==> config.mk <==
export PLATFORM = sky130hd
export DESIGN_NAME = session_energy_meter
export DESIGN_NICKNAME = d
export VERILOG_FILES = /design/src/hdl/sem_pkg.sv /design/src/hdl/sem_serial_mul.sv /design/src/hdl/sem_div_ms.sv /design/src/hdl/session_energy_meter.sv
export SDC_FILE = /design/constraint.sdc
export NUM_CORES = 2
export LEC_CHECK = 0
export ABC_AREA = 1
export BUFFER_PORTS_ARGS = -buffer_cell sky130_fd_sc_hd__buf_4
export CORE_MARGIN = 1.5
export CORE_UTILIZATION = 30
export CTS_CLUSTER_DIAMETER = 40
export DETAILED_ROUTE_END_ITERATION = 6
export HOLD_SLACK_MARGIN = 0.08
export SLEW_MARGIN = 40
export SYNTH_ARGS = -nofsm -noshare
export SYNTH_HDL_FRONTEND = slang
export SYNTH_SLANG_ARGS = --single-unit
==> constraint.sdc <==
create_clock -name clock -period 12.4 [get_ports clock]
set_input_delay 1.86 -clock clock [delete_from_list [all_inputs] [get_ports clock]]
set_output_delay 1.86 -clock clock [all_outputs]
set_load 0.01 [all_outputs]
==> src/hdl/sem_pkg.sv <==
// Shared types and constants for the session energy meter.
package sem_pkg;

   // Item opcodes
   localparam logic [1:0] OP_SAMPLE = 2'd0;
   localparam logic [1:0] OP_START  = 2'd1;
   localparam logic [1:0] OP_END    = 2'd2;

   // Serial multiplier: 32 x 32 bits, one multiplier bit per cycle
   localparam int MUL_W = 32;
   localparam int MUL_CNT_W = $clog2(MUL_W);

   // Serial divider by a constant: one quotient bit per cycle
   localparam int DIV_W = 32;
   localparam int DIV_CNT_W = $clog2(DIV_W);
   localparam int MS_PER_S = 1000;
   localparam int REM_W = $clog2(MS_PER_S);

   // Status of a serial arithmetic unit
   typedef struct packed {
      logic busy;
      logic done;
   } sem_unit_stat_type;

   // Sequencer states, one-hot
   typedef enum logic [5:0] {
      S_IDLE  = 6'b000001,
      S_MULP  = 6'b000010,
      S_MULE  = 6'b000100,
      S_ACCUM = 6'b001000,
      S_DIV   = 6'b010000,
      S_EMIT  = 6'b100000
   } sem_state_type;

endpackage

==> src/hdl/sem_serial_mul.sv <==
// Bit-serial shift-add multiplier, one multiplier bit per cycle.
module sem_serial_mul
   import sem_pkg::*;
(
   input  logic                 clock,
   input  logic                 reset,
   input  logic                 start,
   input  logic [MUL_W-1:0]     mcand,
   input  logic [MUL_W-1:0]     mplier,
   output sem_unit_stat_type    stat,
   output logic [2*MUL_W-1:0]   product
);

   logic [MUL_W-1:0]     mcand_ff;
   logic [2*MUL_W-1:0]   prod_ff, prod_in;
   logic [MUL_CNT_W-1:0] cnt_ff;
   logic                 busy_ff, done_ff;
   logic [MUL_W:0]       add_sum;

   // Add the multiplicand into the upper half when the low bit is set, then shift right
   always_comb begin
      add_sum = {1'b0, prod_ff[2*MUL_W-1:MUL_W]}
              + (prod_ff[0] ? {1'b0, mcand_ff} : {(MUL_W+1){1'b0}});
      prod_in = {add_sum, prod_ff[MUL_W-1:1]};
   end

   // Step control
   always_ff @(posedge clock) begin
      if (reset) begin
         busy_ff <= 1'b0;
         done_ff <= 1'b0;
         cnt_ff  <= '0;
      end else begin
         done_ff <= 1'b0;
         if (start) begin
            busy_ff <= 1'b1;
            cnt_ff  <= '0;
         end else if (busy_ff) begin
            cnt_ff <= cnt_ff + 1'b1;
            if (cnt_ff == MUL_CNT_W'(MUL_W - 1)) begin
               busy_ff <= 1'b0;
               done_ff <= 1'b1;
            end
         end
      end
   end

   // Operand and product registers
   always_ff @(posedge clock) begin
      if (start) begin
         mcand_ff <= mcand;
         prod_ff  <= {{MUL_W{1'b0}}, mplier};
      end else if (busy_ff) begin
         prod_ff <= prod_in;
      end
   end

   assign stat.busy = busy_ff;
   assign stat.done = done_ff;
   assign product   = prod_ff;

endmodule

==> src/hdl/sem_div_ms.sv <==
// Bit-serial restoring divider of milliseconds by 1000, one quotient bit per cycle.
module sem_div_ms
   import sem_pkg::*;
(
   input  logic                 clock,
   input  logic                 reset,
   input  logic                 start,
   input  logic [DIV_W-1:0]     dividend,
   output sem_unit_stat_type    stat,
   output logic [DIV_W-1:0]     quotient
);

   logic [DIV_W-1:0]     work_ff;
   logic [REM_W-1:0]     rem_ff, rem_in;
   logic [DIV_CNT_W-1:0] cnt_ff;
   logic                 busy_ff, done_ff;
   logic [REM_W:0]       trial;
   logic                 fits;

   // Bring down the next dividend bit and subtract the divisor where it fits
   always_comb begin
      trial  = {rem_ff, work_ff[DIV_W-1]};
      fits   = trial >= (REM_W+1)'(MS_PER_S);
      rem_in = fits ? REM_W'(trial - (REM_W+1)'(MS_PER_S)) : trial[REM_W-1:0];
   end

   // Step control
   always_ff @(posedge clock) begin
      if (reset) begin
         busy_ff <= 1'b0;
         done_ff <= 1'b0;
         cnt_ff  <= '0;
      end else begin
         done_ff <= 1'b0;
         if (start) begin
            busy_ff <= 1'b1;
            cnt_ff  <= '0;
         end else if (busy_ff) begin
            cnt_ff <= cnt_ff + 1'b1;
            if (cnt_ff == DIV_CNT_W'(DIV_W - 1)) begin
               busy_ff <= 1'b0;
               done_ff <= 1'b1;
            end
         end
      end
   end

   // Dividend shifts out at the top while quotient bits shift in at the bottom
   always_ff @(posedge clock) begin
      if (start) begin
         work_ff <= dividend;
         rem_ff  <= '0;
      end else if (busy_ff) begin
         work_ff <= {work_ff[DIV_W-2:0], fits};
         rem_ff  <= rem_in;
      end
   end

   assign stat.busy = busy_ff;
   assign stat.done = done_ff;
   assign quotient  = work_ff;

endmodule

==> src/hdl/session_energy_meter.sv <==
// Top level of the per-session energy meter.
//
// Input items (req_) carry an opcode: bus sample, start session or end session.
// A sample in an active session adds V*|I|*dt (uW*ms) to a saturating session sum
// and tracks peak power and peak current. Closing a session (end, or start while a
// session is active, which closes it as failed) gives one result item (rsp_) with
// the session statistics and the lifetime totals after the update.
// Items that change only state are done in the idle state. An integrating sample runs
// the shared 32-step bit-serial multiplier twice, once for the power and once for
// the energy step, then the accumulate state adds into the sum. A closing item runs
// the 32-step serial division of the duration by 1000.
// req_stall is high while an item is at work; one item is processed at a time.
// The result sits in an output register; the next item is accepted while it waits.
// If a new result is ready while the old one is still stalled, the block holds
// until rsp_stall drops. Reset clears the session and all lifetime totals.
module session_energy_meter
   import sem_pkg::*;
(
   input  logic               clock,
   input  logic               reset,
   input  logic               req_valid,
   output logic               req_stall,
   input  logic [1:0]         req_opcode,
   input  logic [31:0]        req_time_ms,
   input  logic [15:0]        req_voltage_mv,
   input  logic signed [15:0] req_current_ma,
   input  logic               req_success,
   output logic               rsp_valid,
   input  logic               rsp_stall,
   output logic [63:0]        rsp_session_energy,
   output logic [22:0]        rsp_elapsed_sec,
   output logic [30:0]        rsp_peak_power_uw,
   output logic [15:0]        rsp_peak_current_ma,
   output logic               rsp_session_ok,
   output logic [31:0]        rsp_total_sessions,
   output logic [31:0]        rsp_total_ok_sessions,
   output logic [63:0]        rsp_total_energy
);

   sem_state_type state_ff, state_in;

   // Session and lifetime state
   logic        active_ff, active_in;
   logic [31:0] start_ff, start_in;
   logic [31:0] last_ff, last_in;
   logic [63:0] energy_ff, energy_in;
   logic [30:0] max_pow_ff, max_pow_in;
   logic [15:0] max_cur_ff, max_cur_in;
   logic [31:0] closed_ff, closed_in;
   logic [31:0] good_ff, good_in;
   logic [63:0] life_ff, life_in;

   // Held item fields
   logic [31:0] time_ff, time_in;
   logic [31:0] dt_ff, dt_in;
   logic [30:0] pow_ff, pow_in;
   logic        ok_ff, ok_in;
   logic        reopen_ff, reopen_in;

   // Output register
   logic        out_vld_ff, out_vld_in;
   logic [63:0] o_energy_ff;
   logic [22:0] o_dur_ff;
   logic [30:0] o_pow_ff;
   logic [15:0] o_cur_ff;
   logic        o_ok_ff;
   logic [31:0] o_closed_ff;
   logic [31:0] o_good_ff;
   logic [63:0] o_life_ff;
   logic        out_load;

   // Arithmetic units
   logic                mul_start;
   logic [MUL_W-1:0]    mul_a, mul_b;
   sem_unit_stat_type   mul_stat;
   logic [2*MUL_W-1:0]  mul_prod;
   logic                div_start;
   sem_unit_stat_type   div_stat;
   logic [DIV_W-1:0]    div_quo;

   logic        accept;
   logic        out_free;
   logic [15:0] cur_u, imag;
   logic [31:0] step_dt;
   logic [64:0] e_sum;
   logic [64:0] l_sum;
   logic [63:0] l_new;

   assign accept   = req_valid && !req_stall;
   assign out_free = !out_vld_ff || !rsp_stall;

   // Current magnitude; the most negative code maps to 32768
   always_comb begin
      cur_u = $unsigned(req_current_ma);
      imag  = cur_u[15] ? 16'(~cur_u + 16'd1) : cur_u;
   end

   assign step_dt = req_time_ms - last_ff;

   // Saturating adds into the session and lifetime sums
   always_comb begin
      e_sum = {1'b0, energy_ff} + {1'b0, mul_prod};
      l_sum = {1'b0, life_ff} + {1'b0, energy_ff};
      l_new = l_sum[64] ? {64{1'b1}} : l_sum[63:0];
   end

   sem_serial_mul u_mul (
      .clock   (clock),
      .reset   (reset),
      .start   (mul_start),
      .mcand   (mul_a),
      .mplier  (mul_b),
      .stat    (mul_stat),
      .product (mul_prod)
   );

   sem_div_ms u_div (
      .clock    (clock),
      .reset    (reset),
      .start    (div_start),
      .dividend (req_time_ms - start_ff),
      .stat     (div_stat),
      .quotient (div_quo)
   );

   // Sequence the item through the serial units and update state
   always_comb begin
      state_in   = state_ff;
      active_in  = active_ff;
      start_in   = start_ff;
      last_in    = last_ff;
      energy_in  = energy_ff;
      max_pow_in = max_pow_ff;
      max_cur_in = max_cur_ff;
      closed_in  = closed_ff;
      good_in    = good_ff;
      life_in    = life_ff;
      time_in    = time_ff;
      dt_in      = dt_ff;
      pow_in     = pow_ff;
      ok_in      = ok_ff;
      reopen_in  = reopen_ff;
      mul_start  = 1'b0;
      mul_a      = {{(MUL_W-16){1'b0}}, imag};
      mul_b      = {{(MUL_W-16){1'b0}}, req_voltage_mv};
      div_start  = 1'b0;
      out_load   = 1'b0;

      unique case (state_ff)
         S_IDLE: begin
            if (accept) begin
               time_in = req_time_ms;
               case (req_opcode)
                  OP_SAMPLE: begin
                     if (active_ff) begin
                        if (req_time_ms < start_ff) begin
                           last_in = '0;
                        end else if (last_ff == '0 || last_ff < start_ff) begin
                           last_in = req_time_ms;
                           if (imag > max_cur_ff) max_cur_in = imag;
                        end else if (step_dt == '0) begin
                           if (imag > max_cur_ff) max_cur_in = imag;
                        end else begin
                           last_in = req_time_ms;
                           dt_in   = step_dt;
                           if (imag != '0) begin
                              if (imag > max_cur_ff) max_cur_in = imag;
                              mul_start = 1'b1;
                              state_in  = S_MULP;
                           end
                        end
                     end
                  end
                  OP_START: begin
                     if (active_ff) begin
                        ok_in     = 1'b0;
                        reopen_in = 1'b1;
                        div_start = 1'b1;
                        state_in  = S_DIV;
                     end else begin
                        active_in  = 1'b1;
                        start_in   = req_time_ms;
                        last_in    = '0;
                        energy_in  = '0;
                        max_pow_in = '0;
                        max_cur_in = '0;
                     end
                  end
                  OP_END: begin
                     if (active_ff) begin
                        ok_in     = req_success;
                        reopen_in = 1'b0;
                        div_start = 1'b1;
                        state_in  = S_DIV;
                     end
                  end
                  default: begin
                  end
               endcase
            end
         end
         S_MULP: begin
            // Power is ready: start the energy step p * dt
            if (mul_stat.done) begin
               pow_in    = mul_prod[30:0];
               mul_a     = {{(MUL_W-31){1'b0}}, mul_prod[30:0]};
               mul_b     = dt_ff;
               mul_start = 1'b1;
               state_in  = S_MULE;
            end
         end
         S_MULE: begin
            if (mul_stat.done) state_in = S_ACCUM;
         end
         S_ACCUM: begin
            energy_in = e_sum[64] ? {64{1'b1}} : e_sum[63:0];
            if (pow_ff > max_pow_ff) max_pow_in = pow_ff;
            state_in = S_IDLE;
         end
         S_DIV: begin
            if (div_stat.done) state_in = S_EMIT;
         end
         S_EMIT: begin
            // Hold until the output register is free, then close the session (and reopen it for a start)
            if (out_free) begin
               out_load  = 1'b1;
               closed_in = closed_ff + 32'd1;
               if (ok_ff) good_in = good_ff + 32'd1;
               life_in   = l_new;
               active_in = 1'b0;
               if (reopen_ff) begin
                  active_in  = 1'b1;
                  start_in   = time_ff;
                  last_in    = '0;
                  energy_in  = '0;
                  max_pow_in = '0;
                  max_cur_in = '0;
               end
               state_in = S_IDLE;
            end
         end
         default: begin
            state_in = S_IDLE;
         end
      endcase
   end

   assign req_stall = (state_ff != S_IDLE);

   // Output valid: drop when taken, raise on a new result
   always_comb begin
      out_vld_in = out_vld_ff;
      if (out_vld_ff && !rsp_stall) out_vld_in = 1'b0;
      if (out_load) out_vld_in = 1'b1;
   end

   // Control and state registers
   always_ff @(posedge clock) begin
      if (reset) begin
         state_ff   <= S_IDLE;
         active_ff  <= 1'b0;
         start_ff   <= '0;
         last_ff    <= '0;
         energy_ff  <= '0;
         max_pow_ff <= '0;
         max_cur_ff <= '0;
         closed_ff  <= '0;
         good_ff    <= '0;
         life_ff    <= '0;
         out_vld_ff <= 1'b0;
      end else begin
         state_ff   <= state_in;
         active_ff  <= active_in;
         start_ff   <= start_in;
         last_ff    <= last_in;
         energy_ff  <= energy_in;
         max_pow_ff <= max_pow_in;
         max_cur_ff <= max_cur_in;
         closed_ff  <= closed_in;
         good_ff    <= good_in;
         life_ff    <= life_in;
         out_vld_ff <= out_vld_in;
      end
   end

   // Held item fields
   always_ff @(posedge clock) begin
      time_ff   <= time_in;
      dt_ff     <= dt_in;
      pow_ff    <= pow_in;
      ok_ff     <= ok_in;
      reopen_ff <= reopen_in;
   end

   // Load the result item
   always_ff @(posedge clock) begin
      if (out_load) begin
         o_energy_ff <= energy_ff;
         o_dur_ff    <= div_quo[22:0];
         o_pow_ff    <= max_pow_ff;
         o_cur_ff    <= max_cur_ff;
         o_ok_ff     <= ok_ff;
         o_closed_ff <= closed_in;
         o_good_ff   <= good_in;
         o_life_ff   <= l_new;
      end
   end

   assign rsp_valid             = out_vld_ff;
   assign rsp_session_energy    = o_energy_ff;
   assign rsp_elapsed_sec       = o_dur_ff;
   assign rsp_peak_power_uw     = o_pow_ff;
   assign rsp_peak_current_ma   = o_cur_ff;
   assign rsp_session_ok        = o_ok_ff;
   assign rsp_total_sessions    = o_closed_ff;
   assign rsp_total_ok_sessions = o_good_ff;
   assign rsp_total_energy      = o_life_ff;

endmodule
==> results.py <==
metrics = {
    "run_status": {
        "status": "complete, no violations",
    },
    "clock_tree": {
        "cts_htree_levels": 4,
        "cts_tree": "done",
        "clk_latency_ns": 0.78,
        "cts_root_buf": "clkbuf_16",
        "post-cts-setup-buffers": 0,
        "clk_pin_slew_ns": 0.05,
        "clk_path_buf_depth": 3,
        "hold_buffers": 0,
        "clock-sinks": 822,
        "ctsResizeCount": 0,
        "cts_buffers": 140,
    },
    "sta": {
        "skew_ns": 0.04248,
        "rsz0062_at_grt": "false",
        "fmax_mhz": 184.4,
        "hold_slack_ns": 0.4509,
        "tightest_slew_ns": 0.8886,
        "drv_slew": 0,
        "fin_setup_tns_ns": 0,
        "final-setup-viol-count": 0,
        "relSlewSlack_pct": 40.13,
        "fin_crit_ns": 5.424,
        "fin_crit_sh_pct": 43.74,
        "hold_violations": 0,
        "setup_slack_ns": 6.976,
    },
    "logic_synthesis": {
        "synth-compound-area-share_pct": 13.83,
        "yosysSeqAreaShare_pct": 43.46,
        "synth_adder_area_share_pct": 8.256,
        "synth_top_family_by_area": "simple AND/OR/NAND/NOR gates",
        "synth_cell_types": 62,
        "yosysWarnings": 0,
        "synth-simple-area-share_pct": 23.77,
        "postSynthCellCount": 6197,
        "synth-xor-area-share_pct": 2.821,
        "syn_avg_cell_area_um2": 7.801,
        "synth_seq_cells": 822,
        "muxShareOfSynthArea_pct": 0.04141,
        "synthesis.nets": 6584,
        "syn_area_um2": 48340,
    },
    "pwr": {
        "p_per_area_nw_per_um2": 189.2,
        "max-vdd-ir-drop_mv": 0.1418,
        "p_total_mw": 11.00,
        "power.leakage_nw": 24.84,
    },
    "worst_setup_path": {
        "reg2reg_slack_ns": 7.75,
        "crit_path_max_incr_delay_ns": 0.63,
        "crit_slowest_cell": "buf_6",
        "crit_path_start_kind": "input port",
        "crit_required_ns": 12.87,
        "cp_cell_sequence": "buf_4 > inv_1 > ha_1 > fa_1 > o21ai_2 > a21oi_1 > o21ai_2 > nand3_1 > nand2_1 > nand3_1 > nand2_2 > nand2_1 > nor2_1 > nand3_2 > nand2_4 > buf_6 > o21ai_0",
        "crit_fanout": 74,
        "cp.depth": 17,
        "cp_top_family": "simple AND/OR/NAND/NOR gates",
        "path_class": "input port to register",
        "critical_path_arrival_ns": 5.90,
        "critPathBufInv": 3,
        "cp-end-kind": "register",
        "rr_worst_depth": 16,
    },
    "place": {
        "dpl.cell_count": 8564,
        "placed_cell_area_um2": 53190,
        "place_congestion": 0.9520,
        "dp_hpwl_mm": 127.1,
        "pre_cts_ws_ns": 6.217,
        "portBuffers": 335,
    },
    "detailed_routing": {
        "drt-total-wl_mm": 162.1,
        "vias": 43460,
        "drc": 0,
        "drt_pre_antenna_iters": 6,
        "wire_per_inst_um": 18.37,
        "ant_nets": 0,
        "vias_per_cell": 4.925,
        "drt_iter0_drc": 3266,
    },
    "grt": {
        "antenna_found_initial": 12,
        "grt_max_degree": 87,
        "grt_pass1_wl_mm": 244.1,
        "overflow": 0,
        "grt_pass1_vias": 41630,
        "grtUsageTotal_pct": 19.39,
    },
    "layout": {
        "final_nets": 6933,
        "syn2layout_area_growth_pct": 20.28,
        "final_cell_mix": "nand2_1, inv_1, nor2_1",
        "drive_above_1_share_pct": 11.51,
        "utilization_pct": 36.30,
        "diodes": 0,
        "layout_commonest_cell": "nand2_1",
        "stdcell_count": 8824,
        "nFillCells": 16560,
        "fin_area_um2": 58150,
    },
    "floorplanning": {
        "die-width_um": 404.4,
        "die_area_um2": 163600,
        "ios": 336,
        "rows": 147,
        "start_util_pct": 30.18,
        "core_area_um2": 160200,
        "die_h_um": 404.4,
    },
    "worst_hold_path": {
        "hold_depth": 0,
        "min_path_type": "register to register",
    },
    "job": {
        "max_cap_violations": 0,
    },
}
==> power breakdown <==
group / switching [mW] / leakage, nW / internal [mW]
clock network: 1.52 / 2.37 / 2.48
logic: 2.28 / 15.4 / 1.16
registers: 0.286 / 7.11 / 3.27
total: 4.09 / 24.8 / 6.91
==> metal layers <==
metal / part of all wire (%) / GRT usage, % / up-vias
li1: - / - / 21500
met2: 47 / 32.45 / 1272
met3: 5.4 / 3.154 / 291
met4: 3.5 / 7.176 / 18
met1: 44 / 25.03 / 20380
met5: 0.072 / 0 / -
==> sequential cells by signal, indices dropped and copies added (netlist names), 32 cells and up <==
signal	count
energy_ff	64
life_ff	64
rsp_session_energy	64
rsp_total_energy	64
u_mul.product	64
closed_ff	32
dt_ff	32
good_ff	32
last_ff	32
rsp_total_ok_sessions	32
rsp_total_sessions	32
start_ff	32
time_ff	32
u_div.quotient	32
==> cell families after synthesis <==
group                    Yosys count
AO/OA/AOI/OAI                   1205
XOR/XNOR                         154
adder cells (fa/ha/maj)          316
buffers and inverters            974
flip-flops                       822
multiplexers                       2
AND/OR/NAND/NOR                 2724
==> Yosys cell counts (all sizes together) <==
| cell type | n | area (µm²) |
|---|---|---|
| a2111oi | 2 | 17.52 |
| a211oi | 9 | 67.56 |
| a21boi | 8 | 60.06 |
| a21o | 40 | 300.3 |
| a21oi | 556 | 2892 |
| a221oi | 4 | 35.03 |
| a22oi | 2 | 15.01 |
| a31o | 3 | 26.28 |
| a31oi | 85 | 531.8 |
| a41oi | 3 | 26.28 |
| and2 | 15 | 93.84 |
| and3 | 8 | 50.05 |
| buf | 57 | 341.6 |
| clkbuf | 107 | 402.9 |
| clkinv | 2 | 7.510 |
| dfxtp | 367 | 7347 |
| edfxtp | 455 | 13660 |
| fa | 5 | 100.1 |
| ha | 311 | 3891 |
| inv | 808 | 3033 |
| mux2i | 2 | 20.02 |
| nand2 | 1437 | 5411 |
| nand3 | 297 | 1529 |
| nand3b | 13 | 97.59 |
| nand4 | 89 | 556.8 |
| nor2 | 674 | 2601 |
| nor3 | 106 | 585.6 |
| nor3b | 1 | 7.510 |
| nor4 | 36 | 255.2 |
| o2111ai | 2 | 17.52 |
| o211a | 1 | 10.01 |
| o211ai | 11 | 82.58 |
| o21a | 17 | 127.6 |
| o21ai | 418 | 2141 |
| o21bai | 27 | 202.7 |
| o221ai | 6 | 52.55 |
| o22ai | 6 | 37.54 |
| o311ai | 3 | 26.28 |
| o31ai | 2 | 15.01 |
| or2 | 47 | 294.0 |
| or4 | 1 | 7.510 |
| xnor2 | 56 | 505.5 |
| xor2 | 98 | 858.3 |
==> area by class of cell <==
type                    count  area (µm²)  share of cell area (%)
multi-input cells        4401       23610                   40.60
flip-flops and latches    822       21010                   36.13
clock buffers             170        3790                   6.518
inverters                 810        3045                   5.238
repair buffers            371        2835                   4.876
well taps                2160        2703                   4.648
clock inverters            90        1154                   1.984
==> worst paths after layout <==
check	startpoint	to
max	req_time_ms[0]	u_mul.product[28]$_DFFE_PP_
min reg2reg	u_div.quotient[2]$_DFFE_PP_	rsp_elapsed_sec[2]$_DFFE_PP_
max reg2reg	energy_ff[7]$_SDFFE_PP0P_	life_ff[31]$_SDFFE_PP0P_
min	u_div.quotient[2]$_DFFE_PP_	rsp_elapsed_sec[2]$_DFFE_PP_
No activity file was read; power rests on OpenSTA's default activity.
